--- src/design/assert_macros.svh ---
// Assertion macros shared by the allocator RTL.
// No dependencies; included by files that carry concurrent checks.
`ifndef ASSERT_MACROS_SVH
`define ASSERT_MACROS_SVH

// a implies c in the same cycle
`define ASSERT_IMPLIES(label, clk, rst_n, a, c) \
  label: assert property (@(posedge clk) disable iff (!rst_n) (a) |-> (c)) \
    else $error("implication check failed");

// a implies c in the next cycle
`define ASSERT_NEXT(label, clk, rst_n, a, c) \
  label: assert property (@(posedge clk) disable iff (!rst_n) (a) |=> (c)) \
    else $error("next-cycle check failed");

// a never holds
`define ASSERT_NEVER(label, clk, rst_n, a) \
  label: assert property (@(posedge clk) disable iff (!rst_n) !(a)) \
    else $error("forbidden condition seen");

`endif

--- src/design/bpa_pkg.sv ---
// Shared types and constants for the bitmap page allocator.
// No dependencies.
package bpa_pkg;

  localparam int WORD_W  = 64;
  localparam int CHUNK_W = 8;
  localparam int CI_W    = 3;

  localparam int KIND_W  = 1;
  localparam int IDX_W   = 12;
  localparam int CNT_W   = 13;
  localparam int STAT_W  = 2;
  localparam int FREE_W  = 13;
  localparam int LIMIT_W = 13;

  localparam int CFG_AW  = 3;
  localparam int CFG_DW  = 32;

  localparam logic [0:0]         REG_SEARCH_LIMIT = 1'b0;
  localparam logic [LIMIT_W-1:0] LIMIT_RESET      = 13'd4096;

  typedef enum logic [KIND_W-1:0] {
    OP_ALLOC = 1'b0,
    OP_FREE  = 1'b1
  } op_t;

  typedef enum logic [STAT_W-1:0] {
    STS_OK        = 2'd0,
    STS_BAD_COUNT = 2'd1,
    STS_NO_RUN    = 2'd2
  } status_t;

endpackage

--- src/design/bpa_in_if.sv ---
// Request channel of the page allocator: valid/ready plus request word.
// Depends on bpa_pkg.
interface bpa_in_if import bpa_pkg::*; ();
  logic              valid;
  logic              ready;
  logic [KIND_W-1:0] kind;
  logic [IDX_W-1:0]  page_index;
  logic [CNT_W-1:0]  run_pages;

  modport source (output valid, kind, page_index, run_pages, input ready);
  modport sink   (input valid, kind, page_index, run_pages, output ready);
endinterface

--- src/design/bpa_out_if.sv ---
// Result channel of the page allocator: valid/ready plus result word.
// Depends on bpa_pkg.
interface bpa_out_if import bpa_pkg::*; ();
  logic              valid;
  logic              ready;
  logic [STAT_W-1:0] status;
  logic [IDX_W-1:0]  start_page;
  logic [FREE_W-1:0] free_pages;

  modport source (output valid, status, start_page, free_pages, input ready);
  modport sink   (input valid, status, start_page, free_pages, output ready);
endinterface

--- src/design/bpa_ram.sv ---
// Generic single-write, single-read synchronous RAM with registered read data.
// No dependencies.
module bpa_ram #(
  parameter int WIDTH = 64,
  parameter int DEPTH = 64,
  localparam int AW = (DEPTH > 1) ? $clog2(DEPTH) : 1
) (
  input  logic             clk,
  input  logic             we,
  input  logic [AW-1:0]    waddr,
  input  logic [WIDTH-1:0] wdata,
  input  logic             re,
  input  logic [AW-1:0]    raddr,
  output logic [WIDTH-1:0] rdata
);

  logic [WIDTH-1:0] mem_r [DEPTH];
  logic [WIDTH-1:0] rdata_r;

  always_ff @(posedge clk) begin
    if (we) begin
      mem_r[waddr] <= wdata;
    end
    if (re) begin
      rdata_r <= mem_r[raddr];
    end
  end

  assign rdata = rdata_r;

endmodule

--- src/design/bpa_cfg.sv ---
// APB-style register file of the allocator: search limit register.
// Depends on bpa_pkg.
module bpa_cfg import bpa_pkg::*; (
  input  logic               clk,
  input  logic               rst_n,
  input  logic               psel,
  input  logic               penable,
  input  logic               pwrite,
  input  logic [CFG_AW-1:0]  paddr,
  input  logic [CFG_DW-1:0]  pwdata,
  output logic [CFG_DW-1:0]  prdata,
  output logic               pready,
  output logic [LIMIT_W-1:0] search_limit
);

  logic [LIMIT_W-1:0] limit_r;
  logic               wr_en;
  logic [0:0]         reg_idx;

  assign reg_idx = paddr[CFG_AW-1:2];
  assign wr_en   = psel && penable && pwrite && pready;
  assign pready  = 1'b1;

  always_ff @(posedge clk) begin
    if (!rst_n) begin
      limit_r <= LIMIT_RESET;
    end else if (wr_en && (reg_idx == REG_SEARCH_LIMIT)) begin
      limit_r <= pwdata[LIMIT_W-1:0];
    end
  end

  always_comb begin
    prdata = '0;
    if (reg_idx == REG_SEARCH_LIMIT) begin
      prdata = CFG_DW'(limit_r);
    end
  end

  assign search_limit = limit_r;

endmodule

--- src/design/bitmap_page_allocator_unit.sv ---
// Flow, accept to result handshake: a bad count goes straight to the result; a free
// reads and rewrites each 64-page map word it touches; an allocate scans map words
// (one RAM read, eight 8-page steps each) and marks a found run word by word; a search
// limit on a word boundary ends the scan at the next word read. One request at a time,
// input ready only while idle. Reset: map RAM filled with all-used, word by word, input
// not ready meanwhile; usable counter cleared, search limit 4096.
module bitmap_page_allocator_unit import bpa_pkg::*; #(
  parameter int NUM_PAGES = 4096
) (
  input  logic              clk,
  input  logic              rst_n,
  bpa_in_if.sink            in_ch,
  bpa_out_if.source         out_ch,
  input  logic              psel,
  input  logic              penable,
  input  logic              pwrite,
  input  logic [CFG_AW-1:0] paddr,
  input  logic [CFG_DW-1:0] pwdata,
  output logic [CFG_DW-1:0] prdata,
  output logic              pready
);

`include "assert_macros.svh"

  localparam int WORDS = (NUM_PAGES + WORD_W - 1) / WORD_W;
  localparam int AW    = (WORDS > 1) ? $clog2(WORDS) : 1;
  localparam int RW    = (AW + 7 > 15) ? AW + 7 : 15;
  localparam int CW    = $clog2(NUM_PAGES + 1);
  localparam logic [RW-1:0] NP     = RW'(NUM_PAGES);
  localparam logic [AW-1:0] LAST_W = AW'(WORDS - 1);

  typedef enum logic [2:0] {
    ST_INIT, ST_IDLE, ST_SCAN_RD, ST_SCAN, ST_MARK_RD, ST_MARK_WR, ST_FIN
  } state_t;

  state_t             state_r;
  logic [AW-1:0]      w_r;
  logic [CI_W-1:0]    c_r;
  logic [CNT_W-1:0]   run_r;
  logic [CNT_W-1:0]   count_r;
  logic [RW-1:0]      limit_r;
  logic [RW-1:0]      lo_r;
  logic [RW-1:0]      last_r;
  logic               set_r;
  logic [CW-1:0]      usable_r;
  status_t            res_status_r;
  logic [IDX_W-1:0]   res_start_r;
  logic               out_valid_r;
  status_t            out_status_r;
  logic [IDX_W-1:0]   out_start_r;
  logic [FREE_W-1:0]  out_free_r;

  logic [LIMIT_W-1:0] search_limit;
  logic               ram_we;
  logic               ram_re;
  logic [AW-1:0]      ram_waddr;
  logic [AW-1:0]      ram_raddr;
  logic [WORD_W-1:0]  ram_wdata;
  logic [WORD_W-1:0]  ram_rdata;

  bpa_cfg u_cfg (
    .clk          (clk),
    .rst_n        (rst_n),
    .psel         (psel),
    .penable      (penable),
    .pwrite       (pwrite),
    .paddr        (paddr),
    .pwdata       (pwdata),
    .prdata       (prdata),
    .pready       (pready),
    .search_limit (search_limit)
  );

  bpa_ram #(.WIDTH(WORD_W), .DEPTH(WORDS)) u_map (
    .clk   (clk),
    .we    (ram_we),
    .waddr (ram_waddr),
    .wdata (ram_wdata),
    .re    (ram_re),
    .raddr (ram_raddr),
    .rdata (ram_rdata)
  );

  // request decode
  logic          in_acc;
  logic          bad_cnt;
  logic [RW-1:0] cnt_ext;
  logic [RW-1:0] first_ext;
  logic [RW-1:0] end_ext;
  logic [RW-1:0] free_hi;
  logic [RW-1:0] free_done;
  logic [RW-1:0] free_sum;
  logic [RW-1:0] lim_ext;
  logic [RW-1:0] lim_eff;

  assign in_ch.ready = (state_r == ST_IDLE);
  assign in_acc      = in_ch.valid && in_ch.ready;
  assign cnt_ext     = RW'(in_ch.run_pages);
  assign first_ext   = RW'(in_ch.page_index);
  assign bad_cnt     = (in_ch.run_pages == '0) || (cnt_ext > NP);
  assign end_ext     = first_ext + cnt_ext;
  assign free_hi     = (end_ext > NP) ? NP : end_ext;
  assign free_done   = (first_ext >= NP) ? '0 : free_hi - first_ext;
  assign free_sum    = RW'(usable_r) + free_done;
  assign lim_ext     = RW'(search_limit);
  assign lim_eff     = (lim_ext > NP) ? NP : lim_ext;

  // 8-page scan step over the current map word
  logic [CHUNK_W-1:0] chunk_bits;
  logic [CNT_W-1:0]   run_v;
  logic               hit;
  logic [RW-1:0]      hit_page;
  logic [RW-1:0]      page_j;
  logic               used_j;
  logic [RW-1:0]      alloc_lo;
  logic [RW-1:0]      alloc_left;

  assign chunk_bits = ram_rdata[{c_r, 3'd0} +: CHUNK_W];

  always_comb begin
    run_v    = run_r;
    hit      = 1'b0;
    hit_page = '0;
    page_j   = '0;
    used_j   = 1'b0;
    for (int j = 0; j < CHUNK_W; j++) begin
      page_j = RW'({w_r, c_r, 3'(j)});
      used_j = chunk_bits[j] || (page_j >= limit_r);
      run_v  = used_j ? '0 : run_v + 1'b1;
      if (!hit && !used_j && (run_v == count_r)) begin
        hit      = 1'b1;
        hit_page = page_j;
      end
    end
  end

  assign alloc_lo   = hit_page + RW'(1) - RW'(count_r);
  assign alloc_left = (RW'(usable_r) > RW'(count_r)) ? RW'(usable_r) - RW'(count_r) : '0;

  // read-modify-write mask for the word under w_r
  logic [AW-1:0]     lo_w;
  logic [AW-1:0]     last_w;
  logic [5:0]        lo_off;
  logic [5:0]        hi_off;
  logic [WORD_W-1:0] mask;

  assign lo_w   = lo_r[AW+5:6];
  assign last_w = last_r[AW+5:6];
  assign lo_off = (w_r == lo_w) ? lo_r[5:0] : 6'd0;
  assign hi_off = (w_r == last_w) ? last_r[5:0] : 6'd63;
  assign mask   = ({WORD_W{1'b1}} << lo_off) & ({WORD_W{1'b1}} >> (6'd63 - hi_off));

  always_comb begin
    ram_we    = 1'b0;
    ram_re    = 1'b0;
    ram_waddr = w_r;
    ram_raddr = w_r;
    ram_wdata = {WORD_W{1'b1}};
    unique case (state_r)
      ST_INIT: begin
        ram_we = 1'b1;
      end
      ST_SCAN_RD: begin
        ram_re = (RW'({w_r, 6'd0}) < limit_r);
      end
      ST_MARK_RD: begin
        ram_re = 1'b1;
      end
      ST_MARK_WR: begin
        ram_we    = 1'b1;
        ram_wdata = set_r ? (ram_rdata | mask) : (ram_rdata & ~mask);
      end
      default: begin
      end
    endcase
  end

  always_ff @(posedge clk) begin
    if (!rst_n) begin
      state_r     <= ST_INIT;
      w_r         <= '0;
      usable_r    <= '0;
      out_valid_r <= 1'b0;
    end else begin
      // ST_FIN either holds the word or reloads it
      if (out_valid_r && out_ch.ready && (state_r != ST_FIN)) begin
        out_valid_r <= 1'b0;
      end
      unique case (state_r)
        ST_INIT: begin
          if (w_r == LAST_W) begin
            state_r <= ST_IDLE;
          end else begin
            w_r <= w_r + 1'b1;
          end
        end
        ST_IDLE: begin
          if (in_acc) begin
            res_start_r <= '0;
            if (bad_cnt) begin
              res_status_r <= STS_BAD_COUNT;
              state_r      <= ST_FIN;
            end else if (in_ch.kind == OP_FREE) begin
              res_status_r <= STS_OK;
              usable_r     <= CW'((free_sum > NP) ? NP : free_sum);
              lo_r         <= first_ext;
              last_r       <= free_hi - RW'(1);
              set_r        <= 1'b0;
              w_r          <= first_ext[AW+5:6];
              state_r      <= (free_done == '0) ? ST_FIN : ST_MARK_RD;
            end else begin
              count_r <= in_ch.run_pages;
              limit_r <= lim_eff;
              run_r   <= '0;
              w_r     <= '0;
              state_r <= ST_SCAN_RD;
            end
          end
        end
        ST_SCAN_RD: begin
          c_r <= '0;
          if (RW'({w_r, 6'd0}) >= limit_r) begin
            res_status_r <= STS_NO_RUN;
            state_r      <= ST_FIN;
          end else begin
            state_r <= ST_SCAN;
          end
        end
        ST_SCAN: begin
          if (hit) begin
            res_status_r <= STS_OK;
            res_start_r  <= IDX_W'(alloc_lo);
            usable_r     <= CW'(alloc_left);
            lo_r         <= alloc_lo;
            last_r       <= hit_page;
            set_r        <= 1'b1;
            w_r          <= alloc_lo[AW+5:6];
            state_r      <= ST_MARK_RD;
          end else begin
            run_r <= run_v;
            c_r   <= c_r + 1'b1;
            if (c_r == {CI_W{1'b1}}) begin
              if (w_r == LAST_W) begin
                res_status_r <= STS_NO_RUN;
                state_r      <= ST_FIN;
              end else begin
                w_r     <= w_r + 1'b1;
                state_r <= ST_SCAN_RD;
              end
            end
          end
        end
        ST_MARK_RD: begin
          state_r <= ST_MARK_WR;
        end
        ST_MARK_WR: begin
          if (w_r == last_w) begin
            state_r <= ST_FIN;
          end else begin
            w_r     <= w_r + 1'b1;
            state_r <= ST_MARK_RD;
          end
        end
        ST_FIN: begin
          if (!out_valid_r || out_ch.ready) begin
            out_valid_r  <= 1'b1;
            out_status_r <= res_status_r;
            out_start_r  <= res_start_r;
            out_free_r   <= FREE_W'(usable_r);
            state_r      <= ST_IDLE;
          end
        end
        default: begin
          state_r <= ST_IDLE;
        end
      endcase
    end
  end

  assign out_ch.valid      = out_valid_r;
  assign out_ch.status     = out_status_r;
  assign out_ch.start_page = out_start_r;
  assign out_ch.free_pages = out_free_r;

  `ASSERT_NEVER(a_no_rw_overlap, clk, rst_n, ram_we && ram_re)
  `ASSERT_NEVER(a_count_bound, clk, rst_n, RW'(usable_r) > NP)
  `ASSERT_NEXT(a_bad_to_fin, clk, rst_n, in_acc && bad_cnt, state_r == ST_FIN)
  `ASSERT_IMPLIES(a_mark_in_range, clk, rst_n, state_r == ST_MARK_WR, (w_r >= lo_w) && (w_r <= last_w))

endmodule
--- src/flat_wrapper.sv ---
// flat-port wrapper written by rule: the top's interface ports become plain ports
module bitmap_page_allocator_unit_flat import bpa_pkg::*;
#(
  parameter int NUM_PAGES = 4096
)
  (clk, rst_n, psel, penable, pwrite, paddr, pwdata, prdata, pready, in_ch_valid, in_ch_kind, in_ch_page_index, in_ch_run_pages, in_ch_ready, out_ch_valid, out_ch_status, out_ch_start_page, out_ch_free_pages, out_ch_ready);
  bpa_in_if in_ch_i ();
  bpa_out_if out_ch_i ();
  input  logic clk;
  input  logic rst_n;
  input  logic psel;
  input  logic penable;
  input  logic pwrite;
  input  logic [CFG_AW-1:0] paddr;
  input  logic [CFG_DW-1:0] pwdata;
  output logic [CFG_DW-1:0] prdata;
  output logic pready;
  input wire logic [$bits(in_ch_i.valid)-1:0] in_ch_valid;
  input wire logic [$bits(in_ch_i.kind)-1:0] in_ch_kind;
  input wire logic [$bits(in_ch_i.page_index)-1:0] in_ch_page_index;
  input wire logic [$bits(in_ch_i.run_pages)-1:0] in_ch_run_pages;
  output wire logic [$bits(in_ch_i.ready)-1:0] in_ch_ready;
  output wire logic [$bits(out_ch_i.valid)-1:0] out_ch_valid;
  output wire logic [$bits(out_ch_i.status)-1:0] out_ch_status;
  output wire logic [$bits(out_ch_i.start_page)-1:0] out_ch_start_page;
  output wire logic [$bits(out_ch_i.free_pages)-1:0] out_ch_free_pages;
  input wire logic [$bits(out_ch_i.ready)-1:0] out_ch_ready;
  assign in_ch_i.valid = in_ch_valid;
  assign in_ch_i.kind = in_ch_kind;
  assign in_ch_i.page_index = in_ch_page_index;
  assign in_ch_i.run_pages = in_ch_run_pages;
  assign in_ch_ready = in_ch_i.ready;
  assign out_ch_valid = out_ch_i.valid;
  assign out_ch_status = out_ch_i.status;
  assign out_ch_start_page = out_ch_i.start_page;
  assign out_ch_free_pages = out_ch_i.free_pages;
  assign out_ch_i.ready = out_ch_ready;
  bitmap_page_allocator_unit #(.NUM_PAGES(NUM_PAGES)) u_core (.clk(clk), .rst_n(rst_n), .in_ch(in_ch_i), .out_ch(out_ch_i), .psel(psel), .penable(penable), .pwrite(pwrite), .paddr(paddr), .pwdata(pwdata), .prdata(prdata), .pready(pready));
endmodule
--- config.mk ---
export PLATFORM = sky130hd
export DESIGN_NAME = bitmap_page_allocator_unit_flat
export DESIGN_NICKNAME = d
export VERILOG_FILES = /design/src/design/bpa_pkg.sv /design/src/design/bpa_in_if.sv /design/src/design/bpa_out_if.sv /design/src/design/bpa_ram.sv /design/src/design/bpa_cfg.sv /design/src/design/bitmap_page_allocator_unit.sv /design/src/flat_wrapper.sv
export VERILOG_INCLUDE_DIRS = /design/src /design/src/design
export SDC_FILE = /design/constraint.sdc
export NUM_CORES = 2
export LEC_CHECK = 0
export BUFFER_PORTS_ARGS = -buffer_cell sky130_fd_sc_hd__buf_4
export CAP_MARGIN = 15
export CORE_MARGIN = 4
export CORE_UTILIZATION = 49
export DETAILED_ROUTE_END_ITERATION = 8
export PLACE_DENSITY_LB_ADDON = 0.25
export SLEW_MARGIN = 5
export SYNTH_ARGS = -nofsm -noshare
export SYNTH_HDL_FRONTEND = slang
export SYNTH_SLANG_ARGS = --single-unit
export TNS_END_PERCENT = 10
--- constraint.sdc ---
create_clock -name clk -period 11.7 [get_ports clk]
set_input_delay 1.17 -clock clk [delete_from_list [all_inputs] [get_ports clk]]
set_output_delay 1.17 -clock clk [all_outputs]
set_load 0.005 [all_outputs]
==> reports/summary.md <==
The run finished with clean final reports. The leakage power of the design was 65.5 nW; the setup clock skew after layout was 104 ps. The post-synthesis cell type count was 110. The setup path with the least slack is of type flip-flop to flip-flop. The family with the most delay on the worst path is simple AND/OR/NAND/NOR gates. CTS placed an instance of clkbuf_16 at the clock tree root. Entering global routing, the biggest net connects 103 pins. The H-tree was split into 5 levels.

For this run, design rule violations remaining after detail routing come to 0. The logs give 19 for the initial antenna violation count and 0.000131 V for the worst ir drop on vdd. The insertion delay of the later-clocked pin in the worst-skew pair was 1010 ps. The delay of the slowest critical-path stage came out at 580 ps. Number of ports placed on the die boundary: 130. The run gives 213 as the number of placement rows. STA classifies the critical path startpoint as a flip-flop.

After routing, the total negative slack on setup checks comes to 0 ps. By area the synthesized netlist is led by edfxtp_1 (77%), a22oi_1 (5.8%), a221oi_1 (2.1%), a22o_1 (2.1%), a31oi_1 (1.6%). For this block, the via count after detailed routing is 105000. The run gives 129000 sq um as the area taken by flip-flops and latches. In this design, the critical path's most frequently occurring cell is ha_1. The area after detailed placement was 174000 sq um. Measured against its own limit, the worst slew margin works out to 10.5%.

The global-route congestion overflow total was 0. The run gives 49.3% as the initial standard-cell utilization of the core. By instance count, the leading cell after synthesis is edfxtp_1. Counting every instance in the synthesized netlist gives 9841. The max-cap check violation count was 0; the routed wire length per instance was 38.4 microns.

Of the synthesized area, sequential elements account for 77.5%. Routability-driven placement finished with a final weighted congestion of 0.925. The post-route fraction of the period consumed by the critical path is 94.6%, and the final instance area is 188000 sq um. At the pin with the least slew margin, the transition time is 1340 ps. For the finished layout, the period the worst path requires is 11070 ps.

The tools report the via count of the first global-routing pass as 98800. The first global-routing pass estimated 789000 microns of wire. HPWL reported at the end of detailed placement: 313000 microns. The top fanout value on the critical path is 15, and the cell area power density is 167 nW/um^2.

The run gives 576000 microns as the total wire length. The run gives 0 as the number of max-slew violations in the final report. The tools report the total count of hold-check failures in the final report as 0.

The run gives 4 as the maximum number of buffers from clock root to sink. The number of nets with antenna violations after routing is 0, and the worst path buffer plus inverter count is 4. The total area inside the core boundary comes to 337000 sq um.

The path class of the tightest hold or removal check is primary input to flip-flop. The logs give 10300 for the number of nets in the final layout and 0 for the total of warnings raised by yosys. At the worst endpoint, the required time is 12460 ps. During placement, the flow inserted port buffers numbering 88. The die height works out to 590 microns. The total area of multi-input combinational cells came out at 35300 sq um. The slowest stage of the critical path is the or4_1 cell. For the global-route usage over all layers, the log shows 32.0%. For the final design utilization, the log shows 55.6%. The tree built by TritonCTS fans out to 4304 sinks. Compared with the post-synthesis result, the final layout area differs by 12.8%. Counting flops and latches in the post-synthesis netlist gives 4304.

Clock-pin transition on the worst setup and hold timing paths: 60 ps. The commonest register cell after synthesis was edfxtp_1. The achievable clock frequency is 90.3 MHz, and the count of TritonRoute iterations in the first routing pass is 6. Top cell type's share of synthesized area: 77.1%.

TritonCTS built the clock tree. The floorplan step defined a die boundary enclosing 349000 sq um. The total CTS buffers is 421.

STA classifies the critical path endpoint as a flip-flop. The die is 590 microns wide. The hold buffer count at CTS was 0; the via-per-instance ratio was 7.02. After synthesis the cells add up to 166000 sq um. After synthesis, the most frequently instantiated cells are edfxtp_1 (4268), a22oi_1 (1282), clkbuf_1 (495).

For the arrival time of the worst setup path, the log shows 11830 ps. The tools report the starting DRC count in detailed routing as 17900. After synthesis, the mean cell area works out to 16.9 sq um. The final-layout fill cell count was 25800. Share of cells above drive strength 1: 12.3%. For this run, asynchronously set or reset flops after synthesis account for 0%. In this run, synthesis inferred 4268 flip-flops with an integrated enable. The top cell type by total area after synthesis was edfxtp_1.

The final-report setup violation count is 0.
-- cells by family (layout without fill, tap and decap cells) --
family / after synthesis / after routing / share of synthesized area [%]
compound gates: 3221 / 3221 / 14.5
xor+xnor: 212 / 212 / 1.15
fa+ha+maj: 100 / 100 / 0.775
buf+inv: 757 / 1357 / 1.78
flops: 4304 / 4304 / 77.5
mux: 61 / 61 / 0.514
other cells: 2 / 25 / 0.00452
simple gates: 1184 / 1184 / 3.75
-- state kept, by name, summed over array words and instances, names as in the netlist --
signal / flops
u_core.ram_raddr: 6
u_core.usable_r: 13
u_core.state_r: 3
u_core.res_start_r: 12
u_core.out_ch.status: 2
u_core.last_r: 12
u_core.res_status_r: 2
u_core.run_r: 13
u_core.u_cfg.search_limit: 13
u_core.out_ch.start_page: 12
u_core.lo_r: 12
u_core.u_map.mem_r: 4096
u_core.out_ch.valid: 1
u_core.out_ch.free_pages: 13
u_core.set_r: 1
u_core.limit_r: 13
u_core.u_map.rdata: 64
u_core.count_r: 13
u_core.c_r: 3
-- cells in the final DEF (no fill, tap or decap), types with 73 or more instances in the layout --
master     netlist  final
nand4_1        173    173
clkbuf_1       495    104
o211ai_1        73     73
nor4_1         105    103
ha_1            95     95
xnor2_1        146    141
a31oi_1        421    420
nand2_1        234    227
o21ai_0         96     95
a221oi_1       400    400
a22oi_1       1282   1282
a22o_1         395    395
clkinv_1         5    100
a21oi_1        246    244
edfxtp_1      4268   4268
clkbuf_16        0    424
nand3_1        131    127
buf_4           23    478
inv_1           89     89
nor2_1         211    150
-- power by group --
part | total, W | internal, W | switching [W]
Clock | 0.0132 | 0.00745 | 0.00574
Combinational | 0.00129 | 0.000294 | 0.000994
Sequential | 0.0168 | 0.0168 | 0.00000958
-- area by class of cell --
class | count | share of cell area (%)
Sequential cell | 4304 | 68.7
Clock buffer | 530 | 5.88
Multi-Input combinational cell | 4798 | 18.8
Timing Repair Buffer | 499 | 2.14
Clock inverter | 228 | 1.18
Tap cell | 4515 | 3.01
Inverter | 100 | 0.200
Antenna cell | 5 | 0.00667
-- metrics by stage --
| stage | total power [W] | hold slack (ps) | instances | worst slack, ps |
|---|---|---|---|---|
| global placement | 0.0183 | 413 | 14200 | 382 |
| floorplan | 0.0178 | 400 | 9859 | 1160 |
| global route | 0.0320 | 345 | 15000 | -34.7 |
| finish | 0.0313 | 370 | 15000 | 629 |
| detailed placement | 0.0183 | 415 | 14200 | 575 |
| CTS | 0.0313 | 292 | 15000 | 546 |
-- worst paths after layout --
path / start / to / slack [ps] / depth (start not counted)
hold reg to reg: u_core.res_start_r[4] / u_core.out_ch.start_page[4] / 430 / 0
hold / removal: in_ch_run_pages[3] / u_core.count_r[3] / 370 / 1
setup reg to reg: u_core.c_r[1] / u_core.lo_r[11] / 630 / 47
setup / recovery: u_core.c_r[1] / u_core.lo_r[11] / 630 / 47
-- routing by layer --
metal  track usage [%]  share of wire (%)
met3              7.81                 13
met2              49.3                 45
met4              13.6                5.1
met5                 0              0.016
met1              43.9                 36
-- what timing repair did --
action | 4_1_cts | 5_1_grt
endpoints found under the hold margin | 0 | 0
gates resized for setup | 0 | 29
endpoints found under the setup margin | 0 | 9
setup buffers | 0 | 2
Note: power is estimated with default switching activity, not from simulation.
